[config.mk]
export PLATFORM = sky130hd
export DESIGN_NAME = sha256_hash_top
export DESIGN_NICKNAME = d
export VERILOG_FILES = /design/src/sha_pkg.sv /design/src/sha_sched.sv /design/src/sha_round.sv /design/src/sha256_hash_top.sv
export VERILOG_INCLUDE_DIRS = /design/src /design/src/src
export SDC_FILE = /design/constraint.sdc
export NUM_CORES = 2
export LEC_CHECK = 0
export ABC_CLOCK_PERIOD_IN_PS = 43000
export BUFFER_PORTS_ARGS = -buffer_cell sky130_fd_sc_hd__buf_4
export CORE_MARGIN = 4
export CORE_UTILIZATION = 56
export DETAILED_ROUTE_END_ITERATION = 6
export PLACE_DENSITY = 0.83
export SETUP_SLACK_MARGIN = 0.15
export SLEW_MARGIN = 15
export SYNTH_ARGS = -nofsm -noshare
export SYNTH_HDL_FRONTEND = slang
export SYNTH_SLANG_ARGS = --single-unit
[constraint.sdc]
create_clock -name i_clk -period 43 [get_ports i_clk]
set_clock_uncertainty 0.1 [all_clocks]
set_input_delay 2.15 -clock i_clk [delete_from_list [all_inputs] [get_ports i_clk]]
set_output_delay 2.15 -clock i_clk [all_outputs]
set_load 0.03 [all_outputs]
[src/sha256_hash_top_assert.svh]
// Assertion macros for the SHA-256 hashing block.
// Included by sha256_hash_top; needs nothing else.
`ifndef SHA256_HASH_TOP_ASSERT_SVH
`define SHA256_HASH_TOP_ASSERT_SVH

// Same-cycle implication, checked only out of reset.
`define SHA_ASSERT_SAME(label, clk, rst_n, ante, cons) \
    label: assert property (@(posedge clk) disable iff (!rst_n) (ante) |-> (cons)) \
        else $error("sha256_hash_top: same-cycle check failed");

// Next-cycle implication, checked only out of reset.
`define SHA_ASSERT_NEXT(label, clk, rst_n, ante, cons) \
    label: assert property (@(posedge clk) disable iff (!rst_n) (ante) |=> (cons)) \
        else $error("sha256_hash_top: next-cycle check failed");

`endif

[src/sha_pkg.sv]
// Shared types, constants and helper functions for the SHA-256 hashing block.
// Used by sha_sched, sha_round and sha256_hash_top; depends on nothing.
package sha_pkg;

    localparam int unsigned NUM_WORDS  = 8;
    localparam int unsigned NUM_ROUNDS = 64;
    localparam int unsigned BLOCK_BITS = 512;

    localparam logic KIND_DATA   = 1'b0;
    localparam logic KIND_FINISH = 1'b1;

    localparam logic [7:0] PAD_MARK = 8'h80;

    localparam logic [31:0] INIT_HASH [0:7] = '{
        32'h6a09e667, 32'hbb67ae85, 32'h3c6ef372, 32'ha54ff53a,
        32'h510e527f, 32'h9b05688c, 32'h1f83d9ab, 32'h5be0cd19
    };

    localparam logic [31:0] ROUND_K [0:63] = '{
        32'h428a2f98, 32'h71374491, 32'hb5c0fbcf, 32'he9b5dba5,
        32'h3956c25b, 32'h59f111f1, 32'h923f82a4, 32'hab1c5ed5,
        32'hd807aa98, 32'h12835b01, 32'h243185be, 32'h550c7dc3,
        32'h72be5d74, 32'h80deb1fe, 32'h9bdc06a7, 32'hc19bf174,
        32'he49b69c1, 32'hefbe4786, 32'h0fc19dc6, 32'h240ca1cc,
        32'h2de92c6f, 32'h4a7484aa, 32'h5cb0a9dc, 32'h76f988da,
        32'h983e5152, 32'ha831c66d, 32'hb00327c8, 32'hbf597fc7,
        32'hc6e00bf3, 32'hd5a79147, 32'h06ca6351, 32'h14292967,
        32'h27b70a85, 32'h2e1b2138, 32'h4d2c6dfc, 32'h53380d13,
        32'h650a7354, 32'h766a0abb, 32'h81c2c92e, 32'h92722c85,
        32'ha2bfe8a1, 32'ha81a664b, 32'hc24b8b70, 32'hc76c51a3,
        32'hd192e819, 32'hd6990624, 32'hf40e3585, 32'h106aa070,
        32'h19a4c116, 32'h1e376c08, 32'h2748774c, 32'h34b0bcb5,
        32'h391c0cb3, 32'h4ed8aa4a, 32'h5b9cca4f, 32'h682e6ff3,
        32'h748f82ee, 32'h78a5636f, 32'h84c87814, 32'h8cc70208,
        32'h90befffa, 32'ha4506ceb, 32'hbef9a3f7, 32'hc67178f2
    };

    // Controls for the message window.
    typedef struct packed {
        logic       byte_en;
        logic [7:0] data;
        logic       word_en;
    } t_win_ctl;

    // Controls for the round unit.
    typedef struct packed {
        logic load;
        logic step;
        logic add;
        logic init;
        logic rotate;
    } t_rnd_ctl;

    function automatic logic [31:0] ror32(input logic [31:0] x, input int unsigned n);
        return (x >> n) | (x << (32 - n));
    endfunction

endpackage

[src/sha_sched.sv]
// Message window and schedule expansion for SHA-256.
// Depends on sha_pkg for the control struct and rotate helper.
module sha_sched (
    input  logic              i_clk,
    input  sha_pkg::t_win_ctl i_ctl,
    output logic [31:0]       o_w
);

    logic [511:0] r_win;
    logic [31:0]  w0, w1, w9, w14, s0, s1, w_new;

    // Word t of the window sits at the top; bytes enter at the bottom.
    assign w0  = r_win[511:480];
    assign w1  = r_win[479:448];
    assign w9  = r_win[223:192];
    assign w14 = r_win[63:32];

    assign s0 = sha_pkg::ror32(w1, 7) ^ sha_pkg::ror32(w1, 18) ^ (w1 >> 3);
    assign s1 = sha_pkg::ror32(w14, 17) ^ sha_pkg::ror32(w14, 19) ^ (w14 >> 10);
    assign w_new = w0 + s0 + w9 + s1;

    always_ff @(posedge i_clk) begin
        if (i_ctl.byte_en) begin
            r_win <= {r_win[503:0], i_ctl.data};
        end else if (i_ctl.word_en) begin
            r_win <= {r_win[479:0], w_new};
        end
    end

    assign o_w = w0;

endmodule

[src/sha_round.sv]
// SHA-256 round unit: working variables, hash words and the shared round adder.
// Depends on sha_pkg for constants, control struct and rotate helper.
module sha_round (
    input  logic              i_clk,
    input  logic              i_rst_n,
    input  sha_pkg::t_rnd_ctl i_ctl,
    input  logic [5:0]        i_rnd,
    input  logic [31:0]       i_w,
    output logic [31:0]       o_digest
);

    logic [31:0] r_hash [0:7];
    logic [31:0] r_a, r_b, r_c, r_d, r_e, r_f, r_g, r_h;
    logic [31:0] big_s0, big_s1, ch, maj, t1, t2;

    assign big_s1 = sha_pkg::ror32(r_e, 6) ^ sha_pkg::ror32(r_e, 11) ^ sha_pkg::ror32(r_e, 25);
    assign ch     = (r_e & r_f) ^ (~r_e & r_g);
    assign t1     = r_h + big_s1 + ch + sha_pkg::ROUND_K[i_rnd] + i_w;
    assign big_s0 = sha_pkg::ror32(r_a, 2) ^ sha_pkg::ror32(r_a, 13) ^ sha_pkg::ror32(r_a, 22);
    assign maj    = (r_a & r_b) ^ (r_a & r_c) ^ (r_b & r_c);
    assign t2     = big_s0 + maj;

    always_ff @(posedge i_clk) begin
        if (i_ctl.load) begin
            r_a <= r_hash[0]; r_b <= r_hash[1]; r_c <= r_hash[2]; r_d <= r_hash[3];
            r_e <= r_hash[4]; r_f <= r_hash[5]; r_g <= r_hash[6]; r_h <= r_hash[7];
        end else if (i_ctl.step) begin
            r_h <= r_g; r_g <= r_f; r_f <= r_e; r_e <= r_d + t1;
            r_d <= r_c; r_c <= r_b; r_b <= r_a; r_a <= t1 + t2;
        end
    end

    always_ff @(posedge i_clk) begin
        if (!i_rst_n || i_ctl.init) begin
            for (int i = 0; i < 8; i++) begin
                r_hash[i] <= sha_pkg::INIT_HASH[i];
            end
        end else if (i_ctl.add) begin
            r_hash[0] <= r_hash[0] + r_a; r_hash[1] <= r_hash[1] + r_b;
            r_hash[2] <= r_hash[2] + r_c; r_hash[3] <= r_hash[3] + r_d;
            r_hash[4] <= r_hash[4] + r_e; r_hash[5] <= r_hash[5] + r_f;
            r_hash[6] <= r_hash[6] + r_g; r_hash[7] <= r_hash[7] + r_h;
        end else if (i_ctl.rotate) begin
            // Word 0 leaves at the top; the ring brings the next word up.
            for (int i = 0; i < 7; i++) begin
                r_hash[i] <= r_hash[i + 1];
            end
            r_hash[7] <= r_hash[0];
        end
    end

    assign o_digest = r_hash[0];

endmodule

[src/sha256_hash_top.sv]
// SHA-256 hashing block: top level with the sequencer.
// Depends on sha_pkg, sha_sched, sha_round and sha256_hash_top_assert.svh.
// Usage:
//   The slave channel takes one transfer per message byte (tuser = 0, byte in
//   tdata) or a finish transfer (tuser = 1, tdata ignored). The master channel
//   returns the digest as eight transfers, word 0 (most significant) first;
//   tdata carries the word and its index, tlast marks word 7.
// Operation:
//   A data byte is taken whenever the block is idle. The 64th byte of a
//   block starts the compression: the single shared round unit runs the
//   rounds (one round per cycle), then the result is added into the hash
//   words; no byte is taken meanwhile. A finish pads one byte per cycle up
//   to the end of the block, compresses once or twice (twice when 56 or more
//   bytes were buffered), then presents the eight digest words, one per
//   cycle while the receiver takes them.
// Stall and reset:
//   s_axis_tready is high only while the block waits for input. A stalled
//   receiver holds the current word; no input is taken until the last word
//   leaves and the hash restarts. Synchronous active-low reset returns to the
//   idle state with the initial hash values, an empty buffer and zero length.
`include "sha256_hash_top_assert.svh"

module sha256_hash_top (
    input  logic        i_clk,
    input  logic        i_rst_n,
    input  logic        s_axis_tvalid,
    output logic        s_axis_tready,
    input  logic [7:0]  s_axis_tdata,   // [7:0] data_byte
    input  logic [0:0]  s_axis_tuser,   // [0] kind
    output logic        m_axis_tvalid,
    input  logic        m_axis_tready,
    output logic [39:0] m_axis_tdata,   // [31:0] digest_word, [34:32] word_index, rest zero
    output logic        m_axis_tlast    // last_word
);

    typedef enum logic [4:0] {
        S_IDLE  = 5'b00001,
        S_PAD   = 5'b00010,
        S_ROUND = 5'b00100,
        S_ADD   = 5'b01000,
        S_OUT   = 5'b10000
    } t_state;

    t_state r_state, n_state;
    logic [5:0]  r_fill, n_fill;
    logic [5:0]  r_rnd, n_rnd;
    logic [2:0]  r_idx, n_idx;
    logic [63:0] r_bits, n_bits;
    logic [63:0] r_total, n_total;
    logic        r_fin, n_fin;
    logic        r_first, n_first;
    logic        r_len_ok, n_len_ok;

    sha_pkg::t_win_ctl win_ctl;
    sha_pkg::t_rnd_ctl rnd_ctl;
    logic [31:0] sched_w;
    logic [31:0] digest;
    logic        in_xfer, out_xfer, len_byte;

    assign in_xfer  = s_axis_tvalid && s_axis_tready;
    assign out_xfer = m_axis_tvalid && m_axis_tready;
    // Length bytes fill the last eight positions of the final block.
    assign len_byte = !r_first && r_len_ok && (&r_fill[5:3]);

    always_comb begin
        n_state  = r_state;
        n_fill   = r_fill;
        n_rnd    = r_rnd;
        n_idx    = r_idx;
        n_bits   = r_bits;
        n_total  = r_total;
        n_fin    = r_fin;
        n_first  = r_first;
        n_len_ok = r_len_ok;
        win_ctl  = '0;
        rnd_ctl  = '0;
        s_axis_tready = 1'b0;
        m_axis_tvalid = 1'b0;

        case (r_state)
            S_IDLE: begin
                // Ready is high throughout this state, so valid alone marks a transfer.
                s_axis_tready = 1'b1;
                if (s_axis_tvalid) begin
                    if (s_axis_tuser[0] == sha_pkg::KIND_FINISH) begin
                        n_total = r_bits + {55'd0, r_fill, 3'd0};
                        n_fin   = 1'b1;
                        n_first = 1'b1;
                        n_state = S_PAD;
                    end else begin
                        win_ctl.byte_en = 1'b1;
                        win_ctl.data    = s_axis_tdata;
                        n_fill = r_fill + 6'd1;
                        if (&r_fill) begin
                            rnd_ctl.load = 1'b1;
                            n_rnd   = '0;
                            n_state = S_ROUND;
                        end
                    end
                end
            end
            S_PAD: begin
                win_ctl.byte_en = 1'b1;
                if (r_first) begin
                    win_ctl.data = sha_pkg::PAD_MARK;
                    n_len_ok = !(&r_fill[5:3]);
                end else if (len_byte) begin
                    win_ctl.data = r_total[63:56];
                    n_total = {r_total[55:0], 8'd0};
                end else begin
                    win_ctl.data = 8'd0;
                end
                n_first = 1'b0;
                n_fill  = r_fill + 6'd1;
                if (&r_fill) begin
                    rnd_ctl.load = 1'b1;
                    n_rnd   = '0;
                    n_state = S_ROUND;
                end
            end
            S_ROUND: begin
                rnd_ctl.step    = 1'b1;
                win_ctl.word_en = 1'b1;
                n_rnd = r_rnd + 6'd1;
                if (&r_rnd) begin
                    n_state = S_ADD;
                end
            end
            S_ADD: begin
                rnd_ctl.add = 1'b1;
                if (!r_fin) begin
                    n_bits  = r_bits + 64'(sha_pkg::BLOCK_BITS);
                    n_state = S_IDLE;
                end else if (r_len_ok) begin
                    n_idx   = '0;
                    n_state = S_OUT;
                end else begin
                    // Padding spilled over: one more block carries the length.
                    n_len_ok = 1'b1;
                    n_state  = S_PAD;
                end
            end
            S_OUT: begin
                // Valid is high throughout this state, so ready alone marks a transfer.
                m_axis_tvalid = 1'b1;
                if (m_axis_tready) begin
                    rnd_ctl.rotate = 1'b1;
                    n_idx = r_idx + 3'd1;
                    if (&r_idx) begin
                        rnd_ctl.init = 1'b1;
                        n_bits  = '0;
                        n_fill  = '0;
                        n_fin   = 1'b0;
                        n_state = S_IDLE;
                    end
                end
            end
            default: begin
                n_state = S_IDLE;
            end
        endcase
    end

    always_ff @(posedge i_clk) begin
        if (!i_rst_n) begin
            r_state  <= S_IDLE;
            r_fill   <= '0;
            r_rnd    <= '0;
            r_idx    <= '0;
            r_bits   <= '0;
            r_total  <= '0;
            r_fin    <= 1'b0;
            r_first  <= 1'b0;
            r_len_ok <= 1'b0;
        end else begin
            r_state  <= n_state;
            r_fill   <= n_fill;
            r_rnd    <= n_rnd;
            r_idx    <= n_idx;
            r_bits   <= n_bits;
            r_total  <= n_total;
            r_fin    <= n_fin;
            r_first  <= n_first;
            r_len_ok <= n_len_ok;
        end
    end

    sha_sched u_sched (
        .i_clk (i_clk),
        .i_ctl (win_ctl),
        .o_w   (sched_w)
    );

    sha_round u_round (
        .i_clk    (i_clk),
        .i_rst_n  (i_rst_n),
        .i_ctl    (rnd_ctl),
        .i_rnd    (r_rnd),
        .i_w      (sched_w),
        .o_digest (digest)
    );

    assign m_axis_tdata = {5'd0, r_idx, digest};
    assign m_axis_tlast = &r_idx;

    // Input and output sides are never open in the same cycle.
    `SHA_ASSERT_SAME(a_no_overlap, i_clk, i_rst_n, s_axis_tready, !m_axis_tvalid)
    // A finish transfer closes the input until the digest is out.
    `SHA_ASSERT_NEXT(a_finish_blocks, i_clk, i_rst_n,
        in_xfer && (s_axis_tuser[0] == sha_pkg::KIND_FINISH), !s_axis_tready)
    // The last digest transfer hands control back to the input side.
    `SHA_ASSERT_NEXT(a_last_reopens, i_clk, i_rst_n,
        out_xfer && m_axis_tlast, s_axis_tready && !m_axis_tvalid)

endmodule

# After elaboration in Yosys (flattened, before gate mapping)
# Memory sizes are Yosys's and may differ from the RTL's.
# Index checks and enable logic that the tools add are counted.
# word_totals
regBits	919
ramBits	256
rom_bits	2048
output_inout_bits	43
mem_count	2
# classes
n_addsub	23
n_lt_le_gt_ge	1
n_eq_ne	17
muxes	101
bitwise_logic	44
reduce_logical	27
# mem_list
name	words	width	rd	rd_ports_with_merged_regs	write_ports	line	source
(no name shown)	64	32	1	0	0	sha_round.sv:18	assign t1 = r_h + big_s1 + ch + sha_pkg::ROUND_K[i_rnd] + i_w;
u_round.r_hash	8	32	8	0	8	sha_round.sv:12	logic [31:0] r_hash [0:7];
# op_table
op	count
2-to-1 mux 32 bit	34
2-to-1 mux 512 bit	2
adder 32 bit	18
2-to-1 mux 64 bit	7
XOR 32 bit	9
one-hot mux 64 bit (2 select lines)	2
bitwise AND 32 bit	5
adder 64 x 10 -> 64 bit, second input constant	1
adder 64 x 9 -> 64 bit	1
2-to-1 mux 6 bit	7
2-to-1 mux 5 bit	8
one-hot mux 6 bit (3 select lines)	2
NOT 32 bit	1
OR 10 x 32 -> 32 bit	1
OR 13 x 32 -> 32 bit	1
OR 14 x 32 -> 32 bit	1
OR 15 x 32 -> 32 bit	1
OR 19 x 32 -> 32 bit	1
OR 21 x 32 -> 32 bit	1
OR 25 x 32 -> 32 bit	1
OR 26 x 32 -> 32 bit	1
OR 30 x 32 -> 32 bit	1
OR 7 x 32 -> 32 bit	1
XOR 32 x 22 -> 32 bit	1
other kinds (30)	105

# Logic depth before layout (Yosys ltp)
# logic_depth
ltp_word	10
depth_mapped	44
ltp_nobuf	43

# Modules after synthesis
# A second synthesis with hierarchy kept.
# hier_totals
hier_cells	7097
area_unflattened_um2	77122.7
# by_module_without_submodules
mod	instances	cells_each	area_per_inst_um2	seq_area_each_um2
sha_round	1	4634	44690.4	15374.7
sha_sched	1	1694	25762.2	15374.7
sha256_hash_top	1	769	6670.1	2802.7

# Worst setup path after synthesis
# OpenSTA, ideal clock, no wires.
# synth_timing
path_kind	in2reg
startpoint	in s_axis_tuser
endpoint	reg u_sched.r_win[0] (enable)
setup_time_ns	3.634
arrival_ns	11.447
required_ns	39.266
slack_ns	27.819
cell_stages	6
cell_sequence	nor2_1 > and2_1 > nor2_1 > clkbuf_1 > clkbuf_1 > nand2_1
# synth_via
elab_chain_len	4
# synth_rtl
element	line	source
start: declaration	sha256_hash_top.sv:29	input logic [0:0] s_axis_tuser,
2-to-1 mux 9 bit	sha256_hash_top.sv:85	if (s_axis_tuser[0] == sha_pkg::KIND_FINISH) begin
2-to-1 mux 9 bit	sha256_hash_top.sv:84	if (s_axis_tvalid) begin
one-hot mux 9 bit (2 select lines)	sha256_hash_top.sv:80	case (r_state)
nonzero test 2 bit (no line)	--	
end signal: assignment	sha_sched.sv:24	r_win <= {r_win[503:0], i_ctl.data};
end signal: assignment	sha_sched.sv:26	r_win <= {r_win[479:0], w_new};
end: declaration	sha_sched.sv:9	logic [511:0] r_win;
# Every way passes these cells.
# A chain may end at the register's enable or synchronous reset.

# Final worst setup path
# layout_timing
startpoint	reg r_rnd[1]
endpoint	reg u_round.r_a[31], data pin
# layout_via
elab_chain_len	9
# layout_rtl
element	line	source
start: declaration	sha256_hash_top.sv:46	logic [5:0] r_rnd, n_rnd;
start signal: assignment	sha256_hash_top.sv:178	r_rnd <= n_rnd;
NOT 6 -> 7 bit (not written as such)	sha_round.sv:18	
memory read (64 x 32 bit)	--	
2-to-1 mux 32 bit (not written as such) (2 in series)	sha_round.sv:18	
adder 32 bit (2 in series)	sha_round.sv:18	
adder 32 bit	sha_round.sv:29	r_d <= r_c; r_c <= r_b; r_b <= r_a; r_a <= t1 + t2;
2-to-1 mux 32 bit	sha_round.sv:27	end else if (i_ctl.step) begin
2-to-1 mux 32 bit	sha_round.sv:24	if (i_ctl.load) begin
end signal: assignment	sha_round.sv:25	r_a <= r_hash[0]; r_b <= r_hash[1]; r_c <= r_hash[2]; r_d <= r_hash[3];
end signal: assignment	sha_round.sv:29	
end: declaration	sha_round.sv:13	logic [31:0] r_a, r_b, r_c, r_d, r_e, r_f, r_g, r_h;
# Every way passes these cells. The select of a mux whose other input is x is not followed.

==> results.cfg <==
[worst_setup_path]
required_ps = 43400
crit_family = compound AO/OA/AOI/OAI gates
slowest_stage = ha_1
cp.arrival_ps = 11430
cp-start-kind = flip-flop
crit_top_cell = a21oi_1
cp-end-kind = flip-flop
cpPeakStageDelay_ps = 860
ff2ff_path_depth = 41
cp.depth = 41
cp_max_fo = 15
worst-setup-path-type = reg -> reg
worst-path-buf-inv = 6

[global_route]
grt_max_degree = 227
grt_usage_pct = 31.0
grt_pass1_vias = 58600
antenna_found_initial = 3
grt_pass1_wl_um = 342000
grt_overflow_total = 0

[sta]
fin_crit_ps = 11030
grt_setup_unrepaired = false
period_share_pct = 25.7
slew_viol_final = 8
worstMarginPinSlew_ps = 1500
tns_ps = 0
setup-violations-final = 0
slew_headroom_pct = -0.0980
fmax_mhz = 90.6
hold_violations = 0

[route]
first_pass_iters = 6
drt-initial-drc-count = 7894
via_per_inst = 6.19
routed_wl_um = 226000
wl_per_cell_um = 22.6
drc = 0
antenna_left = 0
vias = 62100

[final_layout]
synthToLayoutAreaGrowth_pct = 7.43
drive_gt1_share_pct = 4.79
nets = 8750

[logic_synthesis]
avgSynthCellArea_um2 = 9.10
synth_area_um2 = 76200
synth.area.top_cells = edfxtp_1, nand2_1, ha_1
synth_cell_types = 90
synth_warnings = 0
synthCells = 8377
synth_edf_count = 1024
ys_seq_area_share_pct = 44.0
yosys.area.top_type = edfxtp_1
ys_ff_latch = 1164
synth_top_area_share_pct = 40.3
ys.flop_type = edfxtp_1
synthArstFlopShare_pct = 0

[floorplan]
die_width_um = 377
die_h_um = 377
start_util_pct = 56.4
core_area_um2 = 135000
rows = 135
die-area_um2 = 142000
pin_count = 56

[clocking]
cts-buffers-inserted = 130
post_cts_buffers = 0
cts-htree-levels = 4
cts_root_buffer = clkbuf_16
cts_tree = done
clock_latency_ps = 800
cts_resized = 0
clockBufferDepth = 3
ctsHoldBuffers = 0
clkTransAtPathRegs_ps = 70
cts_sinks = 1164

[pwr]
ir_worst_vdd_uv = 48.7
power_mw = 4.24
power_per_cell_area_nw_per_um2 = 51.7
leakagePower_nw = 33.2

[flow_run]
maxCapViolations = 0

[placement]
gp_congestion = 1.01
dp_hpwl_um = 161000
portBuffers = 50

[hold_path]
worstHoldPathType = reg -> reg
hold_depth = 2

[status]
status = finished, violations left
violations = max-slew violations
[final timing paths]
kind	from	to	slack (ps)
max reg2reg	r_rnd[1]$_SDFFE_PN0P_	u_round.r_a[31]$_DFFE_PP_	31970
max	r_rnd[1]$_SDFFE_PN0P_	u_round.r_a[31]$_DFFE_PP_	31970
min	r_total[2]$_SDFFE_PN0P_	r_total[2]$_SDFFE_PN0P_	370
min reg2reg	r_total[2]$_SDFFE_PN0P_	r_total[2]$_SDFFE_PN0P_	370
[synth_stat cells (30+ instances only)]
cell type and instances:
nand2b_1 75, nor2_1 488, a31oi_1 40, inv_1 324, nand2_1 2527, dfxtp_1 140
and3_1 49, o21ai_0 462, edfxtp_1 1024, nor3_1 74, fa_1 195, o21a_1 57
ha_1 397, xor2_1 280, a211oi_1 44, nand3_1 91, xnor2_1 370, nor2b_1 42
buf_4 37, o21bai_1 44, a21oi_1 466, nand4_1 30, a311oi_1 59, clkbuf_1 427
a21o_1 206
[placed cells by master (no fill, tap or decap), types with 73 or more instances in the layout]
cell / instances
o21ai_0: 462
nor2_1: 486
nor3_1: 73
edfxtp_1: 1024
buf_4: 120
dfxtp_1: 136
nand2_1: 2522
a21o_1: 206
nand3_1: 91
nand2b_1: 74
inv_1: 323
xor2_1: 280
clkbuf_16: 132
ha_1: 397
xnor2_1: 370
fa_1: 195
a21oi_1: 465
[routing by layer]
| metal | vias up | wire length, um | global-route usage [%] |
|---|---|---|---|
| li1 | 28200 | - | - |
| met1 | 29900 | 90600 | 42.7 |
| met2 | 3400 | 99300 | 46.8 |
| met3 | 648 | 25600 | 7.80 |
| met4 | 4 | 10800 | 13.2 |
| met5 | - | 23 | 0 |
[area by class of cell]
cell class | count | area (um^2)
Antenna cell | 1 | 2.50
Timing Repair Buffer | 122 | 941
Tap cell | 1781 | 2230
Clock inverter | 72 | 887
Clock buffer | 163 | 3460
Fill cell | 10900 | 53400
Inverter | 330 | 1250
Multi-Input combinational cell | 6397 | 39600
Sequential cell | 1164 | 33600
[registers in the layout (all words and copies together) (netlist names), 3 cells and up]
register	cells
u_sched.r_win	512
u_round.r_hash	256
r_total	62
r_bits	55
u_round.r_a	32
u_round.r_b	32
u_round.r_c	32
u_round.r_d	32
u_round.r_e	32
u_round.r_f	32
u_round.r_g	32
u_round.r_h	32
r_fill	6
r_rnd	6
r_state	5
r_idx	3
[stage by stage]
step	area (um^2)	cells	utilization, %	setup slack [ps]	hold slack [ps]
detailed placement	77600	9794	57.3	32230	349
floorplan	76300	8381	-	27820	325
global placement	77600	9794	57.3	32310	337
global route	81900	10000	60.5	31330	372
CTS	81900	10000	60.5	32170	359
finish	81900	10000	60.5	31970	367
[tightest hold or removal path: stages, from the launching register on]
cell and delay (ps):
dfxtp_1 300, inv_1 70, nor3_1 50
[power breakdown]
group | total [mW] | leakage, nW | switching (mW) | internal, mW
Clock | 1.16 | 2.12 | 0.496 | 0.663
Combinational | 1.57 | 20.7 | 0.954 | 0.621
Sequential | 1.50 | 10.4 | 0.0860 | 1.42
Total | 4.24 | 33.2 | 1.54 | 2.70
[cells by family after synthesis]
kind of cell	Yosys count	synth area share, %
AOI/OAI and AO/OA	1627	13.4
xor gates and xnor gates	650	7.47
adders and majority gates	595	11.7
buffers and inverters	820	4.22
DFF	1164	44.0
muxes	50	0.839
other	1	0.00492
and+or+nand+nor	3470	18.4
Note: power is estimated with default switching activity, not from simulation.
